[config.mk]
export PLATFORM = sky130hd
export DESIGN_NAME = pdu_front
export DESIGN_NICKNAME = d
export VERILOG_FILES = /design/src/sv/pdu_pkg.sv /design/src/sv/pdu_front.sv
export SDC_FILE = /design/constraint.sdc
export NUM_CORES = 1
export LEC_CHECK = 0
export BUFFER_PORTS_ARGS = -buffer_cell sky130_fd_sc_hd__buf_4
export CAP_MARGIN = 20
export CORE_MARGIN = 2
export CORE_UTILIZATION = 50
export DETAILED_ROUTE_END_ITERATION = 8
export PLACE_DENSITY = 0.74
export SETUP_SLACK_MARGIN = 0.4
export SLEW_MARGIN = 20
export SYNTH_ARGS = -nofsm -noshare
export SYNTH_HDL_FRONTEND = slang
export SYNTH_SLANG_ARGS = --single-unit
export TNS_END_PERCENT = 20
[constraint.sdc]
create_clock -name vclk -period 9.85
set_input_delay 1.97 -clock vclk [all_inputs]
set_output_delay 1.97 -clock vclk [all_outputs]
set_load 0.01 [all_outputs]
[src/sv/pdu_pkg.sv]
// Shared types and fixed field widths for the perceptron dot/update block.
// No dependencies; every other file refers to it by scoped names.
package pdu_pkg;

    // Fixed field widths
    localparam int KIND_BITS   = 2;
    localparam int INDEX_BITS  = 8;
    localparam int SAMPLE_BITS = 16;
    localparam int SLOT_BITS   = 16;
    localparam int SUM_BITS    = 48;
    localparam int FRAC_BITS   = 12;
    // error * sample is 32 bits, floor-shifted by the fraction bits
    localparam int DELTA_BITS  = 2 * SAMPLE_BITS - FRAC_BITS;

    // Input kind codes
    localparam logic [KIND_BITS-1:0] KIND_LOAD    = 2'd0;
    localparam logic [KIND_BITS-1:0] KIND_PREDICT = 2'd1;
    localparam logic [KIND_BITS-1:0] KIND_TRAIN   = 2'd2;

    // Queue between front and back
    localparam int QUEUE_DEPTH = 2;
    localparam int QPTR_BITS   = 1;
    localparam int QCNT_BITS   = 2;

    // Work carried to the back end
    typedef enum logic [1:0] {
        OP_LOAD,
        OP_PREDICT,
        OP_TRAIN
    } op_t;

    typedef struct packed {
        op_t  op;
        logic idx_ok;   // index addresses a real weight
        logic last;     // closes a predict vector
    } item_ctrl_t;

endpackage

[src/sv/pdu_front.sv]
// Front end: classifies incoming transactions and precomputes the train delta.
// Depends on pdu_pkg.
module pdu_front #(
    parameter int NUM_WEIGHTS = 256,
    parameter int ADDR_BITS   = 8
) (
    input  logic                                   s_valid,
    input  logic        [pdu_pkg::KIND_BITS-1:0]   s_kind,
    input  logic        [pdu_pkg::INDEX_BITS-1:0]  s_element_index,
    input  logic signed [pdu_pkg::SAMPLE_BITS-1:0] s_data_value,
    input  logic signed [pdu_pkg::SAMPLE_BITS-1:0] s_scaled_error,
    input  logic        [pdu_pkg::SLOT_BITS-1:0]   s_result_slot,
    input  logic                                   s_last,
    output logic                                   push_valid,
    output pdu_pkg::item_ctrl_t                    push_ctrl,
    output logic        [ADDR_BITS-1:0]            push_addr,
    output logic signed [pdu_pkg::SAMPLE_BITS-1:0] push_sample,
    output logic signed [pdu_pkg::DELTA_BITS-1:0]  push_delta,
    output logic        [pdu_pkg::SLOT_BITS-1:0]   push_slot
);

    logic                                   idx_ok;
    logic                                   keep;
    logic signed [2*pdu_pkg::SAMPLE_BITS-1:0] err_x_sample;

    assign idx_ok = (32'(s_element_index) < NUM_WEIGHTS);

    // Classify: loads/trains to missing weights and unknown kinds are dropped
    always_comb begin
        push_ctrl.op     = pdu_pkg::OP_PREDICT;
        push_ctrl.idx_ok = idx_ok;
        push_ctrl.last   = 1'b0;
        keep             = 1'b0;
        case (s_kind)
            pdu_pkg::KIND_LOAD: begin
                push_ctrl.op = pdu_pkg::OP_LOAD;
                keep         = idx_ok;
            end
            pdu_pkg::KIND_PREDICT: begin
                push_ctrl.op   = pdu_pkg::OP_PREDICT;
                push_ctrl.last = s_last;
                keep           = 1'b1;
            end
            pdu_pkg::KIND_TRAIN: begin
                push_ctrl.op = pdu_pkg::OP_TRAIN;
                keep         = idx_ok;
            end
            default: begin
                keep = 1'b0;
            end
        endcase
    end

    assign push_valid = s_valid && keep;

    // Train delta does not depend on the weight: floor(err * sample / 2^12)
    assign err_x_sample = (2*pdu_pkg::SAMPLE_BITS)'(s_scaled_error)
                        * (2*pdu_pkg::SAMPLE_BITS)'(s_data_value);
    assign push_delta   = pdu_pkg::DELTA_BITS'(err_x_sample >>> pdu_pkg::FRAC_BITS);

    assign push_addr   = ADDR_BITS'(s_element_index);
    assign push_sample = s_data_value;
    assign push_slot   = s_result_slot;

endmodule

* Yosys cells after proc, flatten, opt, wreduce, memory -nomap -nowiden
Index checks and enable logic that the tools add are counted.
W data, S select, Z words.
** Operators by class
- Multipliers :: 1
- Equality and inequality tests :: 2
- Multiplexer cells :: 3
- Reductions and logical operators :: 3
** Operators by type and width (count)
- $mul A16 B16 Y32 :: 1
- $pmux W2 S2 :: 1
- $reduce_or A3 Y1 :: 1
- $eq A2 B1 Y1 const B :: 1
- $eq A2 B2 Y1 const B :: 1
- $logic_not A2 Y1 :: 1
- $mux W1 :: 2
- $logic_and A1 B1 Y1 :: 1
** Storage, ports and cells
- Register bits :: 0
- Input port bits :: 60
- Output and inout port bits :: 65
- Logic and storage cells :: 9

* Logic depth before layout (Yosys ltp)
Gate-level depths: netlist of the first run.
- Depth after elaboration :: 4
- Depth in mapped cells :: 22
- Mapped depth without buffers :: 21

* Worst setup path after synthesis of the first run
No wires, ideal clock.
- Path kind :: input -> output
- Start point :: input s_scaled_error[15] (netlist bit)
- End point :: output push_delta[16] (netlist bit)
- Arrival :: 7.355 ns
- Required time :: 7.880 ns
- Slack :: 0.525 ns
- Cell stages on the path :: 17
- Path buffers :: 1
- Cell sequence :: clkbuf_1 > nand2_1 > inv_1 > fa_1 > fa_1 > fa_1 > fa_1 > fa_1 > inv_1 > fa_1 > inv_1 > ha_1 > inv_1 > or4_1 > o211ai_1 > a21oi_1 > xnor2_1
** Between the ends
- Longest elaborated chain between the ends :: 1
** Ends and longest elaborated chain
- from (decl) :: RTL line pdu_front.sv:11 : input logic signed [pdu_pkg::SAMPLE_BITS-1:0] s_scaled_error,
- $mul A16 B16 Y32 :: RTL line pdu_front.sv:58 : * (2*pdu_pkg::SAMPLE_BITS)'(s_data_value);
- to (decl) :: RTL line pdu_front.sv:18 : output logic signed [pdu_pkg::DELTA_BITS-1:0] push_delta,
Every way passes these cells.

* Final worst setup path of the first run
- Start point :: input s_scaled_error[5] (netlist bit)
- End point :: output push_delta[19] (netlist bit)
The elaborated chain is that of the path after synthesis.

==> results of run 1 <==
-- metrics by stage --
stage	utilization [%]	std cells	hold slack [ns]
after global routing	57.1	1380	3.94
final	57.1	1380	3.94
after CTS	54.5	1351	3.94
after global placement	53.2	1344	3.94
after detailed placement	53.2	1344	3.94
after floorplan	-	1071	3.99
-- kinds of logic (layout without fill, tap and decap cells) --
logic type | Yosys count | after routing | share of synthesized area (%)
buffers and inverters | 364 | 408 | 15.5
and+or+nand+nor | 297 | 297 | 15.2
other | 1 | 1 | 0.0384
xor gates and xnor gates | 28 | 28 | 2.51
adders and majority gates | 340 | 340 | 63.5
AOI/OAI and AO/OA | 41 | 41 | 3.19
-- synth_stat cells (3+ instances only) --
cell type	instances
buf_4	41
xor2_1	5
nor3_1	5
nor2b_1	3
nand3_1	5
nor2_1	19
clkbuf_1	31
inv_1	290
nand2_1	127
a21o_1	3
a21oi_1	10
o211ai_1	6
fa_1	261
xnor2_1	23
and2_1	123
nand2b_1	5
ha_1	79
-- metal layers --
metal	GRT usage [%]	part of all wire [%]	up-vias	routed length [um]
met5	0	0	-	0
met4	6.35	2.8	0	619
met3	1.70	4.5	54	994
met2	38.8	53	242	11700
met1	27.7	39	3538	8610
li1	-	-	3114	-
-- final timing paths --
kind | slack, ns | endpoint | from | depth (start not counted)
worst min-delay path | 3.94 | push_addr[2] | s_element_index[2] | 0
worst max-delay path | 0.42 | push_delta[19] | s_scaled_error[5] | 22
-- area by class of cell --
cell class / instances / area, sq um
multi-input combinational: 707 / 8490
inverter: 290 / 1090
timing repair buffer: 118 / 1130
tap: 265 / 332
fill: 1653 / 8290
-- repair_timing --
action / 4_1_cts / 5_1_grt
buffers inserted: 7 / 29
pin swaps: 16 / 36
endpoints found under the setup margin: 8 / 10
gates resized for setup: 46 / 71
==> metrics.txt, run 1 <==
# TYPE chip_impl_metric gauge
chip_impl_metric{name="synth-seq-area-share",unit="%"} 0
chip_impl_metric{name="max_cap_violations",unit=""} 0
chip_impl_metric{name="final_design_area_no_fill",unit="sq um"} 11000
chip_impl_metric{name="cp.buffers_inverters",unit=""} 7
chip_impl_metric{name="ys_warn_count",unit=""} 0
chip_impl_metric{name="place_congestion",unit=""} 0.830
chip_impl_metric{name="antennaDiodeCount",unit=""} 0
chip_impl_metric{name="worst_slew_pin_slew",unit="ns"} 0.534
chip_impl_metric{name="via_count",unit=""} 6948
chip_impl_metric{name="cp_data_required_time",unit="ns"} 7.88
chip_impl_metric{name="seq_cell_count",unit=""} 0
chip_impl_metric{name="dr.first_iter.drc_count",unit=""} 371
chip_impl_metric{name="design.final.nets",unit=""} 1517
chip_impl_metric{name="area_enclosed_by_the_die_boundary",unit="sq um"} 20700
chip_impl_metric{name="syn_to_final_growth",unit="%"} 13.0
chip_impl_metric{name="fmaxAchievable",unit="MHz"} 106
chip_impl_metric{name="wirelength",unit="um"} 22000
chip_impl_info{name="critical_path.slowest_cell",value="fa_1"} 1
chip_impl_metric{name="drc_violations_left",unit=""} 0
chip_impl_metric{name="gr-usage-all-layers",unit="%"} 21.5
chip_impl_metric{name="die_height",unit="um"} 144
chip_impl_metric{name="netlist_area",unit="sq um"} 9780
chip_impl_info{name="synth.area.top_cells",value="fa_1, inv_1, ha_1"} 1
chip_impl_metric{name="postPlaceCellArea",unit="sq um"} 10300
chip_impl_metric{name="synth_nets",unit=""} 1471
chip_impl_metric{name="min_period_over_period",unit="%"} 95.7
chip_impl_info{name="layout.cells.most_common",value="inv_1"} 1
chip_impl_info{name="critical_path.most_common_cell",value="fa_1"} 1
chip_impl_metric{name="hold_violations",unit=""} 0
chip_impl_metric{name="synth_top_area_share",unit="%"} 53.4
chip_impl_info{name="critical_path_capture_point_type",value="primary output"} 1
chip_impl_metric{name="synthesis.area_per_instance",unit="sq um"} 9.13
chip_impl_info{name="status",value="finished clean"} 1
chip_impl_info{name="hold_class",value="in2out"} 1
chip_impl_metric{name="critical_path.max_fanout",unit=""} 9
chip_impl_metric{name="coreArea",unit="sq um"} 19300
chip_impl_info{name="rsz0062_at_grt",value="true"} 1
chip_impl_metric{name="final_antenna_net_count",unit=""} 0
chip_impl_metric{name="floorplan.io_pins",unit=""} 125
chip_impl_metric{name="grt.overflow.total",unit=""} 0
chip_impl_metric{name="start_util",unit="%"} 50.6
chip_impl_metric{name="ys_types",unit=""} 44
chip_impl_metric{name="cpPeakStageDelay",unit="ns"} 0.53
chip_impl_info{name="top_library_cells_by_usage_in_the_layout_fill_and_taps_aside",value="inv_1, fa_1, nand2_1"} 1
chip_impl_metric{name="postCtsHoldBufs",unit=""} 0
chip_impl_metric{name="setup_viol",unit=""} 0
chip_impl_metric{name="core.rowCount",unit=""} 51
chip_impl_info{name="post-synth-top-area-cell",value="fa_1"} 1
chip_impl_metric{name="number_of_antenna_violations_at_the_first_check_in_global_routing",unit=""} 0
chip_impl_metric{name="maxSlewViolCount",unit=""} 0
chip_impl_info{name="worst_setup_path_start_kind",value="input pin"} 1
chip_impl_metric{name="chip_width",unit="um"} 144
chip_impl_info{name="crit_path_cell_trace",value="buf_12 -> buf_4 -> and2_4 -> fa_1 -> inv_1 -> fa_1 -> inv_2 -> fa_1 -> fa_1 -> fa_1 -> inv_1 -> fa_1 -> inv_2 -> ha_4 -> nand2_1 -> o211ai_1 -> o311a_1 -> a21oi_4 -> o211ai_4 -> a2111o_1 -> o211ai_1 -> buf_4"} 1
chip_impl_info{name="path_delay_family",value="adder cells"} 1
chip_impl_metric{name="io_buffers",unit=""} 76
chip_impl_info{name="timing.setup.critical_path_class",value="in2out"} 1
chip_impl_metric{name="routed_via_density",unit=""} 5.03
chip_impl_metric{name="dp.final_hpwl",unit="um"} 18000
chip_impl_metric{name="synthesis.instances",unit=""} 1071
chip_impl_metric{name="timing.final.crit_period",unit="ns"} 9.43
chip_impl_metric{name="pre_cts_slack",unit="ns"} 0.203
chip_impl_metric{name="wl_per_cell",unit="um"} 15.9
chip_impl_metric{name="grt_max_degree",unit=""} 18
chip_impl_metric{name="vias_in_the_first_global_route",unit=""} 7254
chip_impl_metric{name="totalNegativeSetupSlack",unit="ns"} 0
chip_impl_metric{name="clockBufferCount",unit=""} 0
chip_impl_metric{name="regArea",unit="sq um"} 0
chip_impl_metric{name="drt_pre_antenna_iters",unit=""} 5
chip_impl_metric{name="final.setup.worst_slack",unit="ns"} 0.422
chip_impl_metric{name="cp_data_arrival_time",unit="ns"} 7.46
chip_impl_metric{name="grt_first_pass_wirelength",unit="um"} 35400
chip_impl_metric{name="drive_gt1_share",unit="%"} 15.4
chip_impl_metric{name="slew_headroom",unit="%"} 64.4
Power of run 1 is not shown: default switching activity piles up to over one toggle a cycle in this logic, so the estimate is an artifact.
==> inputs of run 2 (changes only) <==
CELL_PAD_IN_SITES_DETAIL_PLACEMENT = 0   (was default)
CELL_PAD_IN_SITES_GLOBAL_PLACEMENT = 2   (was default)
CORE_UTILIZATION = 39   (was 50)
PLACE_DENSITY = 0.9   (was 0.74)
==> run 2 against run 1 <==
Net effect: utilization is 13 points lower; count of clock-buffer cells in the layout stayed put; worst hold slack stayed put; cell count is 2.6% higher; via count is 5.7% lower; critical path type unchanged; highest routed layer unchanged.
==> metrics.txt, run 2 (synthesis gave the netlist of run 1 again) <==
# TYPE chip_impl_metric gauge
chip_impl_metric{name="core.rowCount",unit=""} 57
chip_impl_metric{name="vias_in_the_first_global_route",unit=""} 7295
chip_impl_info{name="setup.worst_path.start",value="s_data_value[2]"} 1
chip_impl_metric{name="start_util",unit="%"} 40.0
chip_impl_metric{name="die_height",unit="um"} 162
chip_impl_metric{name="max_cap_violations",unit=""} 0
chip_impl_metric{name="dr.first_iter.drc_count",unit=""} 319
chip_impl_metric{name="totalNegativeSetupSlack",unit="ns"} 0
chip_impl_metric{name="timing.final.crit_period",unit="ns"} 9.41
chip_impl_metric{name="drc_violations_left",unit=""} 0
chip_impl_info{name="top_usage_layer",value="met2"} 1
chip_impl_metric{name="floorplan.io_pins",unit=""} 125
chip_impl_metric{name="grt_first_pass_wirelength",unit="um"} 37800
chip_impl_metric{name="maxSlewViolCount",unit=""} 0
chip_impl_metric{name="min_period_over_period",unit="%"} 95.5
chip_impl_metric{name="wl_per_cell",unit="um"} 15.7
chip_impl_metric{name="grt.overflow.total",unit=""} 0
chip_impl_metric{name="syn_to_final_growth",unit="%"} 11.2
chip_impl_metric{name="drt_pre_antenna_iters",unit=""} 4
chip_impl_metric{name="critical_path.max_fanout",unit=""} 17
chip_impl_metric{name="dp.final_hpwl",unit="um"} 19100
chip_impl_metric{name="fmaxAchievable",unit="MHz"} 106
chip_impl_info{name="rsz0062_at_grt",value="true"} 1
chip_impl_info{name="status",value="finished clean"} 1
chip_impl_metric{name="via_count",unit=""} 6555
chip_impl_metric{name="coreArea",unit="sq um"} 24500
chip_impl_metric{name="io_buffers",unit=""} 76
chip_impl_metric{name="met2_usage",unit="%"} 33.2
chip_impl_info{name="hold_class",value="in2out"} 1
chip_impl_metric{name="met3_usage",unit="%"} 0.357
chip_impl_metric{name="cp_data_arrival_time",unit="ns"} 7.44
chip_impl_metric{name="grt_use_met1",unit="%"} 24.0
chip_impl_metric{name="worst_slew_pin_slew",unit="ns"} 0.514
chip_impl_metric{name="seq_cell_count",unit=""} 0
chip_impl_metric{name="grt_max_degree",unit=""} 18
chip_impl_metric{name="final_antenna_net_count",unit=""} 0
chip_impl_metric{name="design.final.nets",unit=""} 1494
chip_impl_metric{name="antennaDiodeCount",unit=""} 0
chip_impl_metric{name="wirelength",unit="um"} 22200
chip_impl_info{name="critical_path_capture_point_type",value="primary output"} 1
chip_impl_metric{name="regArea",unit="sq um"} 0
chip_impl_metric{name="area_enclosed_by_the_die_boundary",unit="sq um"} 26400
chip_impl_metric{name="drive_gt1_share",unit="%"} 13.4
chip_impl_metric{name="fin_worst_hold_slack",unit="ns"} 3.94
chip_impl_info{name="layout.cells.most_common",value="inv_1"} 1
chip_impl_info{name="worst_setup_path_start_kind",value="input pin"} 1
chip_impl_metric{name="cp_data_required_time",unit="ns"} 7.88
chip_impl_metric{name="clockBufferCount",unit=""} 0
chip_impl_metric{name="hold_violations",unit=""} 0
chip_impl_metric{name="chip_width",unit="um"} 162
chip_impl_metric{name="routed_via_density",unit=""} 4.63
chip_impl_metric{name="number_of_antenna_violations_at_the_first_check_in_global_routing",unit=""} 0
chip_impl_metric{name="fillerInstances",unit=""} 2397
chip_impl_metric{name="slew_headroom",unit="%"} 65.8
chip_impl_info{name="hold_path.startpoint",value="s_element_index[3]"} 1
chip_impl_metric{name="postCtsHoldBufs",unit=""} 0
chip_impl_info{name="top_library_cells_by_usage_in_the_layout_fill_and_taps_aside",value="inv_1, fa_1, nand2_1"} 1
chip_impl_info{name="timing.setup.critical_path_class",value="in2out"} 1
chip_impl_metric{name="place_congestion",unit=""} 0.811
chip_impl_metric{name="whs_path_depth",unit=""} 0
chip_impl_metric{name="setup_viol",unit=""} 0
chip_impl_metric{name="gr-usage-all-layers",unit="%"} 17.8
-- run 2: cell count changes in the layout (fill, tap and decap cells not counted), moves of 3 or more --
cell | previous run | this run
inv_1 | 276 | 285
buf_12 | 11 | 2
buf_4 | 88 | 68
buf_6 | 13 | 20
ha_4 | 8 | 13
and2_4 | 9 | 6
inv_2 | 13 | 4
and2_1 | 114 | 117
ha_1 | 71 | 66
-- run 2: final timing paths --
check / end
max: push_delta[12]
min: push_addr[3]
-- run 2: worst max-delay path, stage by stage --
cell and delay, ns:
buf_8 0.14, nand2_2 0.08, inv_1 0.06, fa_2 0.67
buf_4 0.14, fa_1 0.43, fa_1 0.57, fa_1 0.45
fa_1 0.49, inv_1 0.05, fa_1 0.48, inv_1 0.07
ha_4 0.29, nand3_1 0.08, nor2_1 0.14, and3_4 0.21
a21oi_4 0.06, buf_12 0.14, o21a_4 0.22, o21a_1 0.22
o311ai_2 0.28, buf_4 0.17
-- run 2: metrics by stage --
step / setup WS, ns / area [sq um] / cells / utilization (%)
6_report: 0.443 / 10900 / 1416 / 44.4
3_3_place_gp: 0.250 / 10400 / 1403 / 42.4
2_1_floorplan: 0.525 / 9780 / 1071 / -
5_1_grt: 0.270 / 10900 / 1416 / 44.4
3_5_place_dp: 0.182 / 10400 / 1403 / 42.4
4_1_cts: 0.385 / 10500 / 1405 / 42.8
-- run 2: repair_timing --
action,in CTS,in global routing
pin swaps,10,36
endpoints found under the setup margin,9,10
buffers inserted,2,11
gates resized for setup,10,70
-- run 2: cell type report --
class	instances	area, sq um	share of cell area [%]
tap	324	405	3.73
timing repair buffer	95	851	7.83
multi-input combinational	707	8520	78.4
inverter	290	1090	10.0
-- run 2: metal layers --
metal,part of all wire (%),vias up,wire (um)
li1,-,3069,-
met1,42,3341,9240
met2,54,128,11900
met3,3.6,17,809
met4,1.2,0,276
met5,0,-,0
Power of run 2 is left out for the same reason.
==> inputs of run 3 (changes only) <==
ABC_AREA = 1   (was default)
CORE_UTILIZATION = 36   (was 39)
PLACE_DENSITY = 0.89   (was 0.9)
==> run 3 against run 2 <==
Net effect: routed wire length grew 25%; critical path depth shrank 3; sequential share of layout area is the same; synthesized cell count grew 42%; design area grew 6.8%; utilization shrank 6.2 points; largest cell class unchanged.
==> metrics.txt, run 3 <==
# TYPE chip_impl_metric gauge
chip_impl_info{name="status",value="finished clean"} 1
chip_impl_metric{name="chip_width",unit="um"} 179
chip_impl_info{name="synthMostInstantiatedCell",value="inv_1"} 1
chip_impl_info{name="synth.cells.most_frequent",value="inv_1, nand2_1, fa_1"} 1
chip_impl_metric{name="ys_warn_count",unit=""} 0
chip_impl_metric{name="number_of_antenna_violations_at_the_first_check_in_global_routing",unit=""} 0
chip_impl_info{name="rsz0062_at_grt",value="true"} 1
chip_impl_metric{name="antennaDiodeCount",unit=""} 0
chip_impl_metric{name="floorplan.io_pins",unit=""} 125
chip_impl_metric{name="synth_nets",unit=""} 1916
chip_impl_metric{name="netlist_area",unit="sq um"} 11000
chip_impl_metric{name="io_buffers",unit=""} 76
chip_impl_info{name="worst_setup_path_start_kind",value="input pin"} 1
chip_impl_metric{name="design.final.nets",unit=""} 1897
chip_impl_info{name="timing.setup.critical_path_class",value="in2out"} 1
chip_impl_metric{name="synthesis.instances",unit=""} 1516
chip_impl_info{name="layout.cells.most_common",value="inv_1"} 1
chip_impl_metric{name="grt_max_degree",unit=""} 18
chip_impl_metric{name="vias_in_the_first_global_route",unit=""} 9464
chip_impl_metric{name="cp_data_arrival_time",unit="ns"} 7.25
chip_impl_metric{name="wl_per_cell",unit="um"} 14.7
chip_impl_metric{name="seq_cell_count",unit=""} 0
chip_impl_metric{name="start_util",unit="%"} 36.3
chip_impl_metric{name="synthesis.area_per_instance",unit="sq um"} 7.27
chip_impl_info{name="hold_class",value="in2out"} 1
chip_impl_metric{name="via_count",unit=""} 8597
chip_impl_metric{name="gr-usage-all-layers",unit="%"} 18.8
chip_impl_metric{name="dp.final_hpwl",unit="um"} 23900
chip_impl_metric{name="wirelength",unit="um"} 27800
chip_impl_metric{name="synth_top_area_share",unit="%"} 47.4
chip_impl_metric{name="grt.overflow.total",unit=""} 0
chip_impl_info{name="post-synth-top-area-cell",value="fa_1"} 1
chip_impl_metric{name="totalNegativeSetupSlack",unit="ns"} 0
chip_impl_metric{name="clockBufferCount",unit=""} 0
chip_impl_metric{name="max_cap_violations",unit=""} 0
chip_impl_metric{name="setup_viol",unit=""} 0
chip_impl_metric{name="fmaxAchievable",unit="MHz"} 108
chip_impl_metric{name="die_height",unit="um"} 179
chip_impl_info{name="top_library_cells_by_usage_in_the_layout_fill_and_taps_aside",value="inv_1, nand2_1, fa_1"} 1
chip_impl_metric{name="ys_types",unit=""} 30
chip_impl_metric{name="routed_via_density",unit=""} 4.55
chip_impl_metric{name="maxSlewViolCount",unit=""} 0
chip_impl_metric{name="critical_path.max_fanout",unit=""} 16
chip_impl_metric{name="coreArea",unit="sq um"} 30300
chip_impl_metric{name="min_period_over_period",unit="%"} 93.6
chip_impl_metric{name="timing.final.crit_period",unit="ns"} 9.22
chip_impl_metric{name="cp_data_required_time",unit="ns"} 7.88
chip_impl_metric{name="area_enclosed_by_the_die_boundary",unit="sq um"} 32000
chip_impl_metric{name="drt_pre_antenna_iters",unit=""} 5
chip_impl_metric{name="core.rowCount",unit=""} 64
chip_impl_metric{name="postCtsHoldBufs",unit=""} 0
chip_impl_metric{name="drive_gt1_share",unit="%"} 7.02
chip_impl_metric{name="dr.first_iter.drc_count",unit=""} 412
chip_impl_metric{name="final_antenna_net_count",unit=""} 0
chip_impl_info{name="synth.area.top_cells",value="fa_1, inv_1, nand2_1"} 1
chip_impl_metric{name="synth-seq-area-share",unit="%"} 0
chip_impl_metric{name="hold_violations",unit=""} 0
chip_impl_info{name="critical_path_capture_point_type",value="primary output"} 1
chip_impl_metric{name="drc_violations_left",unit=""} 0
chip_impl_metric{name="place_congestion",unit=""} 0.878
chip_impl_metric{name="regArea",unit="sq um"} 0
chip_impl_metric{name="grt_first_pass_wirelength",unit="um"} 47300
chip_impl_metric{name="syn_to_final_growth",unit="%"} 5.35
==> run 3: worst paths after layout <==
kind                      startpoint        endpoint  slack [ns]  cells after the start
setup / recovery  s_scaled_error[10]  push_delta[16]        0.63                     19
hold / removal    s_element_index[2]    push_addr[2]        3.94                      0
==> run 3: layer usage <==
metal,routed length (um),vias up,track usage (%)
met4,471,0,2.88
li1,-,4126,-
met2,15000,138,37.1
met3,789,28,0.445
met1,11500,4305,23.1
met5,0,-,0
==> run 3: area by class of cell <==
class	count	area, sq um
Multi-Input combinational cell	934	8710
Timing Repair Buffer	80	601
Tap cell	396	495
Inverter	481	1810
Fill cell	3219	18700
==> run 3: critical path: stages <==
cell and delay, ns:
buf_4 0.24, nand2_1 0.12, fa_1 0.54, fa_1 0.59, fa_1 0.46, fa_1 0.58
inv_1 0.06, fa_1 0.53, fa_1 0.45, ha_1 0.34, nand2_1 0.14, nor2_1 0.17
inv_1 0.09, nor3_1 0.41, o21bai_1 0.18, nand2_1 0.10, nand2_1 0.05, nand2_1 0.08
buf_4 0.13
==> run 3: cells by family after synthesis <==
family,share of synthesized area [%]
buf+inv,21.3
simple gates,19.0
xor+xnor,0.636
other cells,0.0340
compound gates,2.73
fa+ha+maj,56.4
==> run 3: stage by stage <==
step	instances	util, %	hold WS, ns	instance area [sq um]	setup WS [ns]
after floorplan	1516	-	3.99	11000	0.813
after global placement	1888	38.1	3.94	11600	0.459
after detailed placement	1888	38.1	3.94	11600	0.419
after CTS	1888	38.1	3.94	11600	0.408
after global routing	1891	38.3	3.94	11600	0.361
final	1891	38.3	3.94	11600	0.633
==> run 3: timing repair <==
| item | CTS | global route |
|---|---|---|
| endpoints found under the setup margin | 0 | 14 |
| gates resized for setup | 0 | 11 |
| setup buffers | 0 | 3 |
Power of run 3 is left out for the same reason.
